### src/rtl/hfe3bcd_pkg.sv
package hfe3bcd_pkg;

	localparam int unsigned ByteW = 8;
	localparam int unsigned PosW  = 3;
	localparam int unsigned CntW  = 4;

	localparam logic [ByteW-1:0] OpcLowMask   = 8'h0F;
	localparam logic [ByteW-1:0] OpcNop       = 8'h0F;
	localparam logic [ByteW-1:0] OpcSetIndex  = 8'h8F;
	localparam logic [ByteW-1:0] OpcSetRate   = 8'h4F;
	localparam logic [ByteW-1:0] OpcSkipBits  = 8'hCF;
	localparam logic [ByteW-1:0] OpcRand      = 8'h2F;

	localparam logic [CntW-1:0] SkipSat = 4'd8;

	localparam int unsigned QueueDepthDef = 2;

	// One burst of cells for the back end: bits first..7 of data.
	typedef struct packed {
		logic [ByteW-1:0] data;
		logic [PosW-1:0]  first;
		logic             is_weak;
		logic             index;
	} cmd_t;

endpackage

### src/rtl/hfe3bcd_front.sv
module hfe3bcd_front (
	input  logic                        clk,
	input  logic                        arst_n,
	input  logic                        in_valid,
	output logic                        in_stall,
	input  logic [hfe3bcd_pkg::ByteW-1:0] data_byte,
	input  logic                        track_start,
	output logic                        push,
	output hfe3bcd_pkg::cmd_t           push_cmd,
	input  logic                        queue_full
);

	typedef enum logic [1:0] {
		PH_IDLE     = 2'd0,
		PH_RATE_ARG = 2'd1,
		PH_SKIP_CNT = 2'd2,
		PH_SKIP_DAT = 2'd3
	} phase_t;

	phase_t                         phase_q;
	logic [hfe3bcd_pkg::CntW-1:0]   skip_q;
	logic                           pend_q;

	logic                           accept;
	phase_t                         phase_cur;
	logic                           pend_cur;
	phase_t                         phase_nxt;
	logic [hfe3bcd_pkg::CntW-1:0]   skip_nxt;
	logic                           pend_nxt;
	logic                           emit;
	hfe3bcd_pkg::cmd_t              cmd;

	assign in_stall = queue_full;
	assign accept   = in_valid && !in_stall;

	always_comb begin
		// A track start clears the decoder before this byte is decoded.
		phase_cur   = track_start ? PH_IDLE : phase_q;
		pend_cur    = track_start ? 1'b0 : pend_q;
		phase_nxt   = phase_cur;
		skip_nxt    = track_start ? '0 : skip_q;
		pend_nxt    = pend_cur;
		emit        = 1'b0;
		cmd.data    = data_byte;
		cmd.first   = '0;
		cmd.is_weak = 1'b0;
		cmd.index   = pend_cur;
		case (phase_cur)
			PH_RATE_ARG: begin
				phase_nxt = PH_IDLE;
			end
			PH_SKIP_CNT: begin
				skip_nxt  = (data_byte >= 8'(hfe3bcd_pkg::SkipSat)) ?
					hfe3bcd_pkg::SkipSat : data_byte[hfe3bcd_pkg::CntW-1:0];
				phase_nxt = PH_SKIP_DAT;
			end
			PH_SKIP_DAT: begin
				// A saturated count of eight leaves no cells to send.
				emit      = !skip_q[hfe3bcd_pkg::CntW-1];
				cmd.first = skip_q[hfe3bcd_pkg::PosW-1:0];
				skip_nxt  = '0;
				phase_nxt = PH_IDLE;
			end
			default: begin
				if ((data_byte & hfe3bcd_pkg::OpcLowMask) == hfe3bcd_pkg::OpcLowMask) begin
					case (data_byte)
						hfe3bcd_pkg::OpcSetIndex: pend_nxt  = 1'b1;
						hfe3bcd_pkg::OpcSetRate:  phase_nxt = PH_RATE_ARG;
						hfe3bcd_pkg::OpcSkipBits: phase_nxt = PH_SKIP_CNT;
						hfe3bcd_pkg::OpcRand: begin
							emit        = 1'b1;
							cmd.is_weak = 1'b1;
							cmd.data    = '0;
						end
						default: emit = 1'b0;
					endcase
				end else begin
					emit = 1'b1;
				end
			end
		endcase
		if (emit) begin
			pend_nxt = 1'b0;
		end
	end

	assign push     = accept && emit;
	assign push_cmd = cmd;

	always_ff @(posedge clk or negedge arst_n) begin
		if (!arst_n) begin
			phase_q <= PH_IDLE;
			skip_q  <= '0;
			pend_q  <= 1'b0;
		end else if (accept) begin
			phase_q <= phase_nxt;
			skip_q  <= skip_nxt;
			pend_q  <= pend_nxt;
		end
	end

endmodule

### src/rtl/hfe3bcd_queue.sv
module hfe3bcd_queue #(
	parameter int unsigned DEPTH = hfe3bcd_pkg::QueueDepthDef
) (
	input  logic              clk,
	input  logic              arst_n,
	input  logic              push,
	input  hfe3bcd_pkg::cmd_t push_cmd,
	output logic              full,
	input  logic              pop,
	output logic              cmd_valid,
	output hfe3bcd_pkg::cmd_t cmd
);

	localparam int unsigned PtrW = (DEPTH > 1) ? $clog2(DEPTH) : 1;
	localparam int unsigned CntW = $clog2(DEPTH + 1);

	hfe3bcd_pkg::cmd_t  mem_q [DEPTH];
	logic [PtrW-1:0]    wr_q;
	logic [PtrW-1:0]    rd_q;
	logic [CntW-1:0]    cnt_q;
	logic               do_push;
	logic               do_pop;

	assign full      = (cnt_q == CntW'(DEPTH));
	assign cmd_valid = (cnt_q != '0);
	assign cmd       = mem_q[rd_q];
	assign do_push   = push && !full;
	assign do_pop    = pop && cmd_valid;

	always_ff @(posedge clk) begin
		if (do_push) begin
			mem_q[wr_q] <= push_cmd;
		end
	end

	always_ff @(posedge clk or negedge arst_n) begin
		if (!arst_n) begin
			wr_q  <= '0;
			rd_q  <= '0;
			cnt_q <= '0;
		end else begin
			if (do_push) begin
				wr_q <= (wr_q == PtrW'(DEPTH - 1)) ? '0 : wr_q + 1'b1;
			end
			if (do_pop) begin
				rd_q <= (rd_q == PtrW'(DEPTH - 1)) ? '0 : rd_q + 1'b1;
			end
			cnt_q <= cnt_q + CntW'(do_push) - CntW'(do_pop);
		end
	end

	property p_no_lost_push;
		@(posedge clk) disable iff (!arst_n) push |-> !full;
	endproperty
	a_no_lost_push: assert property (p_no_lost_push)
		else $error("command pushed into a full queue");

	property p_cnt_bound;
		@(posedge clk) disable iff (!arst_n) cnt_q <= CntW'(DEPTH);
	endproperty
	a_cnt_bound: assert property (p_cnt_bound)
		else $error("queue count beyond depth");

	property p_cnt_step;
		@(posedge clk) disable iff (!arst_n)
			(do_push && !do_pop) |=> (cnt_q == $past(cnt_q) + 1'b1);
	endproperty
	a_cnt_step: assert property (p_cnt_step)
		else $error("queue count did not follow a push");

endmodule

### src/rtl/hfe3bcd_back.sv
module hfe3bcd_back (
	input  logic              clk,
	input  logic              arst_n,
	input  logic              cmd_valid,
	input  hfe3bcd_pkg::cmd_t cmd,
	output logic              pop,
	output logic              out_valid,
	input  logic              out_stall,
	output logic              bit_value,
	output logic              index_mark,
	output logic              weak_cell,
	output logic              last_cell
);

	logic                          busy_q;
	hfe3bcd_pkg::cmd_t             cur_q;
	logic [hfe3bcd_pkg::PosW-1:0]  pos_q;
	logic                          out_valid_q;
	logic                          bit_q;
	logic                          index_q;
	logic                          weak_q;
	logic                          last_q;

	logic                          advance;
	logic                          final_cell;

	assign advance    = !out_valid_q || !out_stall;
	assign final_cell = busy_q && (pos_q == '1);
	// Load the next burst while the last cell of this one goes out.
	assign pop        = cmd_valid && (!busy_q || (advance && final_cell));

	always_ff @(posedge clk or negedge arst_n) begin
		if (!arst_n) begin
			busy_q      <= 1'b0;
			pos_q       <= '0;
			out_valid_q <= 1'b0;
		end else begin
			if (advance) begin
				out_valid_q <= busy_q;
			end
			if (pop) begin
				busy_q <= 1'b1;
				pos_q  <= cmd.first;
			end else if (advance && busy_q) begin
				pos_q <= pos_q + 1'b1;
				if (final_cell) begin
					busy_q <= 1'b0;
				end
			end
		end
	end

	always_ff @(posedge clk) begin
		if (pop) begin
			cur_q <= cmd;
		end else if (advance && busy_q) begin
			cur_q.index <= 1'b0;
		end
		if (advance && busy_q) begin
			bit_q   <= cur_q.data[pos_q];
			index_q <= cur_q.index;
			weak_q  <= cur_q.is_weak;
			last_q  <= final_cell;
		end
	end

	assign out_valid  = out_valid_q;
	assign bit_value  = bit_q;
	assign index_mark = index_q;
	assign weak_cell  = weak_q;
	assign last_cell  = last_q;

	property p_weak_zero;
		@(posedge clk) disable iff (!arst_n) (out_valid_q && weak_q) |-> !bit_q;
	endproperty
	a_weak_zero: assert property (p_weak_zero)
		else $error("weak cell carries a one");

	property p_pop_at_end;
		@(posedge clk) disable iff (!arst_n) pop |-> (!busy_q || final_cell);
	endproperty
	a_pop_at_end: assert property (p_pop_at_end)
		else $error("burst replaced before its last cell");

	property p_burst_continues;
		@(posedge clk) disable iff (!arst_n)
			(advance && busy_q && !final_cell) |=> (busy_q && out_valid_q);
	endproperty
	a_burst_continues: assert property (p_burst_continues)
		else $error("burst stopped before bit seven");

endmodule

### src/rtl/hfe3_track_bitcell_decoder_core.sv
// Channel   Direction  Handshake           Payload
// input     in         in_valid/in_stall   data_byte[7:0], track_start
// output    out        out_valid/out_stall bit_value, index_mark, weak_cell, last_cell
//
// A byte producing cells yields one cell per cycle unless the output stalls, up to eight,
// set by the single cell register of the back end; opcode and argument bytes send none.
// Bytes keep arriving through the command queue while cells are sent.
// Reset clears the decode phase, skip count, pending index and the queue.
// Output stall holds the cell register; input stall rises only when the queue is full.
module hfe3_track_bitcell_decoder_core #(
	parameter int unsigned QUEUE_DEPTH = hfe3bcd_pkg::QueueDepthDef
) (
	input  logic                          clk,
	input  logic                          arst_n,
	input  logic                          in_valid,
	output logic                          in_stall,
	input  logic [hfe3bcd_pkg::ByteW-1:0] data_byte,
	input  logic                          track_start,
	output logic                          out_valid,
	input  logic                          out_stall,
	output logic                          bit_value,
	output logic                          index_mark,
	output logic                          weak_cell,
	output logic                          last_cell
);

	logic              push;
	hfe3bcd_pkg::cmd_t push_cmd;
	logic              full;
	logic              pop;
	logic              cmd_valid;
	hfe3bcd_pkg::cmd_t cmd;

	hfe3bcd_front u_front (
		.clk        (clk),
		.arst_n     (arst_n),
		.in_valid   (in_valid),
		.in_stall   (in_stall),
		.data_byte  (data_byte),
		.track_start(track_start),
		.push       (push),
		.push_cmd   (push_cmd),
		.queue_full (full)
	);

	hfe3bcd_queue #(
		.DEPTH(QUEUE_DEPTH)
	) u_queue (
		.clk      (clk),
		.arst_n   (arst_n),
		.push     (push),
		.push_cmd (push_cmd),
		.full     (full),
		.pop      (pop),
		.cmd_valid(cmd_valid),
		.cmd      (cmd)
	);

	hfe3bcd_back u_back (
		.clk       (clk),
		.arst_n    (arst_n),
		.cmd_valid (cmd_valid),
		.cmd       (cmd),
		.pop       (pop),
		.out_valid (out_valid),
		.out_stall (out_stall),
		.bit_value (bit_value),
		.index_mark(index_mark),
		.weak_cell (weak_cell),
		.last_cell (last_cell)
	);

endmodule
### config.mk
export PLATFORM = sky130hd
export DESIGN_NAME = hfe3_track_bitcell_decoder_core
export DESIGN_NICKNAME = d
export VERILOG_FILES = /design/src/rtl/hfe3bcd_pkg.sv /design/src/rtl/hfe3bcd_front.sv /design/src/rtl/hfe3bcd_queue.sv /design/src/rtl/hfe3bcd_back.sv /design/src/rtl/hfe3_track_bitcell_decoder_core.sv
export SDC_FILE = /design/constraint.sdc
export NUM_CORES = 1
export LEC_CHECK = 0
export ABC_AREA = 1
export BUFFER_PORTS_ARGS = -buffer_cell sky130_fd_sc_hd__buf_2
export CAP_MARGIN = 30
export CORE_MARGIN = 2
export CORE_UTILIZATION = 50
export CTS_CLUSTER_SIZE = 8
export DETAILED_ROUTE_END_ITERATION = 7
export PLACE_DENSITY = 0.66
export SLEW_MARGIN = 20
export SYNTH_ARGS = -nofsm -noshare
export SYNTH_HDL_FRONTEND = slang
export SYNTH_SLANG_ARGS = --single-unit
### constraint.sdc
create_clock -name clk -period 3.47 [get_ports clk]
set_input_delay 0.694 -clock clk [delete_from_list [all_inputs] [get_ports clk]]
set_output_delay 0.694 -clock clk [all_outputs]
set_load 0.05 [all_outputs]
Word level (Yosys, flattened, before mapping)
Memory sizes are Yosys's and may differ from the RTL's. Cells that the tools add are included. W data, S select, Z words.

Register bits: 30. Memory bits (writable): 26. Bits of input ports: 13. Output and inout bits: 6. Memories kept: 1.

Memory list: u_queue.mem_q (depth 2, bits a word 13, read ports 1, clocked after memory_dff 0, write ports 1, RTL line hfe3bcd_queue.sv:17) `hfe3bcd_pkg::cmd_t mem_q [DEPTH];`.

$add $sub $neg: 5. $lt $le $gt $ge: 2. Eq/ne operators: 10. Multiplexer cells: 34. Reduce and logical (&&, ||, !) cells: 24.

Operators by type and width (count): $mux W8 (3); $mux W1 (19); $eq A8 B8 Y1 const B (2); $mux W3 (3); $eq A8 B6 Y1 const B (1); $eq A8 B7 Y1 const B (1); $ge A8 B4 Y1 const B (1); $logic_and A1 B1 Y1 (8); $mux W4 (2); $pmux W2 S2 (2); $pmux W4 S2 (1); $eq A2 B2 Y1 const B (3); $reduce_bool A2 Y1 (3); $logic_not A1 Y1 (5); $eq A4 B4 Y1 const B (1); $lt A3 B4 Y1 const B (1); $mux W2 (2); $reduce_and A2 Y1 (2); $reduce_or A2 Y1 (2); $add A3 B1 Y3 const B (1); $bmux W1 S3 (1); $eq A3 B3 Y1 const B (1); $reduce_bool A3 Y1 (1); $reduce_or A3 Y1 (1); 6 further kinds (8).

Depth between registers and ports, before layout
Word-level depth: 8. Gate-level depth with buffers: 11. Depth with buffers taken out: 11.

Modules after synthesis
Synthesis repeated with hierarchy kept, for this count alone.

Cells, all modules: 264. Area total of the unflattened synthesis: 2529.9 um2.

By module, submodules not included: hfe3bcd_queue (times used 1, cells each 100, area an instance 1176.1 um2); hfe3bcd_back (times used 1, cells each 77, area an instance 800.8 um2); hfe3bcd_front (times used 1, cells each 87, area an instance 553.0 um2).

Worst setup path before layout
Ideal clock, no wire load.

Path kind: input -> register. From: input port data_byte[7] in the netlist's numbering. To: memory u_queue.mem_q[1][0] in the netlist's numbering, enable pin. Setup time: 0.382 ns. Arrival: 1.681 ns. Data required time: 3.088 ns. Setup slack: 1.407 ns. Cell stages on the path: 5. Buffers on the path: 0. Cell sequence: nor2_1 > nand2_1 > nand3_2 > nand3_2 > nor2_1.

Cells in the longest elaborated chain, start to end: 8.

Ends and longest elaborated chain: start: declaration (RTL line hfe3_track_bitcell_decoder_core.sv:17) `input logic [hfe3bcd_pkg::ByteW-1:0] data_byte,`; $eq A8 B6 Y1 (RTL line hfe3bcd_front.sv:66) `case (data_byte)`; $mux W1 (RTL line hfe3bcd_front.sv:66); $mux W1 (RTL line hfe3bcd_front.sv:65) `if ((data_byte & hfe3bcd_pkg::OpcLowMask) == hfe3bcd_pkg::OpcLowMask) begin`; $pmux W1 S2 (RTL line hfe3bcd_front.sv:48) `case (phase_cur)`; $logic_and A1 B1 Y1 (RTL line hfe3bcd_front.sv:87) `assign push = accept && emit;`; $logic_and A1 B1 Y1 (RTL line hfe3bcd_queue.sv:27) `assign do_push = push && !full;`; $mux W1 (RTL line hfe3bcd_queue.sv:31) `if (do_push) begin`; $mux W1 (implied by the code) (RTL line hfe3bcd_queue.sv:32) `mem_q[wr_q] <= push_cmd;`; end: declaration (RTL line hfe3bcd_queue.sv:17).

Every way passes these cells.

Worst setup path after layout
From: register u_back.pos_q[0] in the netlist's numbering. To: register u_queue.cnt_q[1].

Cells in the longest elaborated chain, start to end: 7.

Ends and longest elaborated chain: start: declaration (RTL line hfe3bcd_back.sv:17) `logic [hfe3bcd_pkg::PosW-1:0] pos_q;`; start signal: assignment (RTL line hfe3bcd_back.sv:43) `pos_q <= cmd.first;`; start signal: assignment (RTL line hfe3bcd_back.sv:45) `pos_q <= pos_q + 1'b1;`; $eq A3 B3 Y1 (RTL line hfe3bcd_back.sv:28) `assign final_cell = busy_q && (pos_q == '1);`; $logic_and A1 B1 Y1 (RTL line hfe3bcd_back.sv:28); $logic_and A1 B1 Y1 (RTL line hfe3bcd_back.sv:30) `assign pop = cmd_valid && (!busy_q || (advance && final_cell));`; $logic_or A1 B1 Y1 (RTL line hfe3bcd_back.sv:30); $logic_and A1 B1 Y1 (RTL line hfe3bcd_back.sv:30); $logic_and A1 B1 Y1 (RTL line hfe3bcd_queue.sv:28) `assign do_pop = pop && cmd_valid;`; via u_queue.do_pop (RTL line hfe3bcd_queue.sv:22) `logic do_pop;`; $sub A2 B1 Y2 (RTL line hfe3bcd_queue.sv:48) `cnt_q <= cnt_q + CntW'(do_push) - CntW'(do_pop);`; end signal: assignment (RTL line hfe3bcd_queue.sv:48); end signal: assignment (RTL line hfe3bcd_queue.sv:59) `@(posedge clk) disable iff (!arst_n) cnt_q <= CntW'(DEPTH);`; end: declaration (RTL line hfe3bcd_queue.sv:20) `logic [CntW-1:0] cnt_q;`.

The timed path passes the listed nets, and every way through them passes these cells. A chain may end at the register's enable or synchronous reset.

==> results.json <==
{
  "run_status": "finished clean",
  "maxCapViolCount": 0,
  "gp_congestion": 0.779,
  "syn_area_um2": 2510,
  "io_buffers": 18,
  "post-route-period-util_pct": 62.9,
  "cts.sinks": 56,
  "clock_path_buffers": 2,
  "clkTransAtPathRegs_ps": 90,
  "grt_overflow": 0,
  "yosys_warnings": 0,
  "drt_iter0_drc": 99,
  "nNetsFinal": 283,
  "drc": 0,
  "dr.pass1.iters": 4,
  "synth_cell_types": 25,
  "fmax_mhz": 458,
  "p_leak_nw": 1.25,
  "fin_skew_ps": 4.02,
  "fin_crit_ps": 2180,
  "reg2reg_from": "u_back.pos_q[0]$_DFFE_PN0P_",
  "vdd_ir_drop_max_mv": 0.265,
  "grt_antenna_before_repair": 0,
  "pwr-share-clk_pct": 16.4,
  "timing.reg2reg.setup_slack_ps": 1290,
  "die_y_um": 74.8,
  "regArea_um2": 1600,
  "rsz0062_at_grt": "false",
  "relSlewSlack_pct": 65.7,
  "final.fill_count": 417,
  "wl_mm": 3.85,
  "synthTopCellsByArea": "edfxtp_1 48%, dfrtp_1 16%, nand2_1 11%, inv_1 4.6%, nand3_1 2.4%",
  "hold_path_class": "in2async",
  "rows": 25,
  "initial_utilization_pct": 52.4,
  "antenna_cells": 0,
  "synth-seq-cells": 56,
  "viasPerCell": 4.62,
  "worstPathArrival_ps": 2410,
  "wire_per_inst_um": 11.5,
  "grt_pass1_wl_mm": 6.51,
  "htree_levels": 2,
  "worstMarginPinSlew_ps": 514,
  "area_delta_synth_final_pct": 9.79,
  "postLayoutCoreUtil_pct": 57.5,
  "path_max_fanout": 8,
  "reg2regPathDepth": 11,
  "powerDensity_nw_per_um2": 740,
  "setup_viol": 0,
  "slew_viol_final": 0,
  "timing.rr.end": "u_queue.cnt_q[1]$_DFF_PN0_",
  "seq_area_frac_synth_pct": 63.9,
  "post-cts-setup-buffer-count": 0,
  "setup.worst_path.end_class": "flip-flop",
  "stdcell_area_um2": 2750,
  "numCtsBuffers": 5,
  "finalHoldViolations": 0,
  "vias": 1544,
  "seqPwrFrac_pct": 51.1,
  "multi_input_area_um2": 746,
  "post_cts_resized": 0,
  "tns_ps": 0,
  "grt_max_degree": 18,
  "postSynthAreaPerCell_um2": 10.2,
  "yosysTopAreaCell": "edfxtp_1",
  "die_area_um2": 5590,
  "drive_above_1_share_pct": 19.9,
  "dp_hpwl_mm": 2.88,
  "switching_power_mw": 0.752,
  "critPathLaunch": "u_back.pos_q[0]$_DFFE_PN0P_",
  "syn_inst": 245,
  "worstSetupStartpointType": "flip-flop",
  "synth_nets": 262,
  "dpl_cell_area_um2": 2670,
  "cell_internal_pwr_mw": 1.28,
  "grt.total_usage_pct": 16.2,
  "root_buffer": "clkbuf_8",
  "die_w_um": 74.8,
  "cp.required_ps": 3700,
  "synth.top_cell.area_share_pct": 47.9,
  "cts_tree": "done",
  "p_comb_share_pct": 32.6,
  "clock_latency_ps": 300,
  "worstSetupPathType": "reg2reg",
  "grt_pass1_vias": 1481,
  "timing.hold.ws_ps": 305,
  "switching_share_pct": 36.9,
  "cts_hold_buf": 0,
  "coreArea_um2": 4790,
  "io_pins": 19,
  "drtAntennaViolNets": 0
}
-- layer usage --
metal | global-route usage [%] | up-vias | part of all wire, %
li1 | - | 824 | -
met1 | 19.6 | 685 | 44
met2 | 27.9 | 28 | 51
met3 | 4.02 | 7 | 3.4
met4 | 6.35 | 0 | 1.4
met5 | 0 | - | 0
-- state kept, by name, summed over array words and instances (netlist names) --
signal,flops
u_front.phase_q,2
u_back.bit_value,1
u_queue.cnt_q,2
u_queue.mem_q,26
u_back.busy_q,1
u_queue.wr_q,1
u_back.cur_q,10
u_back.out_valid,1
u_back.index_mark,1
u_queue.rd_q,1
u_back.last_cell,1
u_back.pos_q,3
u_front.pend_q,1
u_back.weak_cell,1
u_front.skip_q,4
-- how the worst max path moves through the flow --
| stage | slack (ps) | to |
|---|---|---|
| after floorplan | 1410 | u_queue.mem_q[1][0]$_DFFE_PP_ |
| after global placement | 1330 | u_queue.mem_q[1][3]$_DFFE_PP_ |
| after detailed placement | 1290 | u_queue.mem_q[1][3]$_DFFE_PP_ |
| after CTS | 1270 | u_queue.cnt_q[1]$_DFF_PN0_ |
| after global routing | 1110 | u_queue.cnt_q[1]$_DFF_PN0_ |
| final | 1290 | u_queue.cnt_q[1]$_DFF_PN0_ |
-- per-stage QoR --
stage	worst slack, ps	std cells	power (mW)
final	1290	334	2.04
after global routing	1110	334	2.20
after CTS	1270	334	2.07
after detailed placement	1290	326	1.73
after global placement	1330	326	1.71
after floorplan	1410	245	1.57
-- worst max-delay path, stage by stage (launching register included) --
cell     delay (ps)
dfrtp_1         470
ha_1            230
ha_1            190
nand2_1          60
nand2_1         110
nand2_2         170
inv_1            60
ha_1            270
inv_1            40
ha_1            200
xnor2_1         160
xor2_1          150
-- cells in the mapped netlist (all sizes together) --
cell type  instances
o21ai             15
o22ai              2
edfxtp            40
dfrtp             16
buf                2
nor2              23
nand3             14
ha                 4
nand2             82
xor2               2
a21oi              1
inv               36
xnor2              1
clkbuf             3
nand4              4
-- cells by family after synthesis --
logic type	after synthesis	share of synthesized area (%)
compound gates	18	4.59
xor+xnor	3	1.05
simple gates	123	22.1
flops	56	63.9
buf+inv	41	6.34
fa+ha+maj	4	2.00
-- layout by cell type (no fill, tap or decap) --
| cell type | count |
|---|---|
| nand2_1 | 75 |
| edfxtp_1 | 40 |
| inv_1 | 31 |
| buf_2 | 18 |
| dfrtp_1 | 16 |
| nor2_1 | 14 |
| nand3_1 | 12 |
| nor2_2 | 7 |
| nand2_2 | 6 |
| o21ai_0 | 6 |
| o21ai_1 | 5 |
| clkbuf_8 | 5 |
| inv_2 | 4 |
| nand4_1 | 4 |
| ha_1 | 4 |
| o21ai_2 | 3 |
| nor2_4 | 2 |
| nand3_2 | 2 |
| xor2_1 | 2 |
| o22ai_1 | 2 |
| o21ai_4 | 1 |
| inv_4 | 1 |
| nand2_4 | 1 |
| xnor2_1 | 1 |
| a21oi_1 | 1 |
| clkinvlp_4 | 1 |
| clkbuf_1 | 1 |
| clkinv_2 | 1 |
| buf_4 | 1 |
-- final cells by class --
class                           count  area share [%]
Sequential cell                    56            58.2
Multi-Input combinational cell    148            27.1
Inverter                           36            5.00
Timing Repair Buffer               19            3.55
Tap cell                           67            3.05
Clock buffer                        6            2.64
Clock inverter                      2           0.455
-- power groups by stage --
stage	sequential (mW)	combinational [mW]	clock, mW
final	1.04	0.663	0.333
after global routing	1.07	0.758	0.373
after CTS	1.04	0.675	0.349
after detailed placement	1.06	0.673	0
after global placement	1.06	0.660	0
after floorplan	1.10	0.471	0
Power figures use the tool's default switching activity.
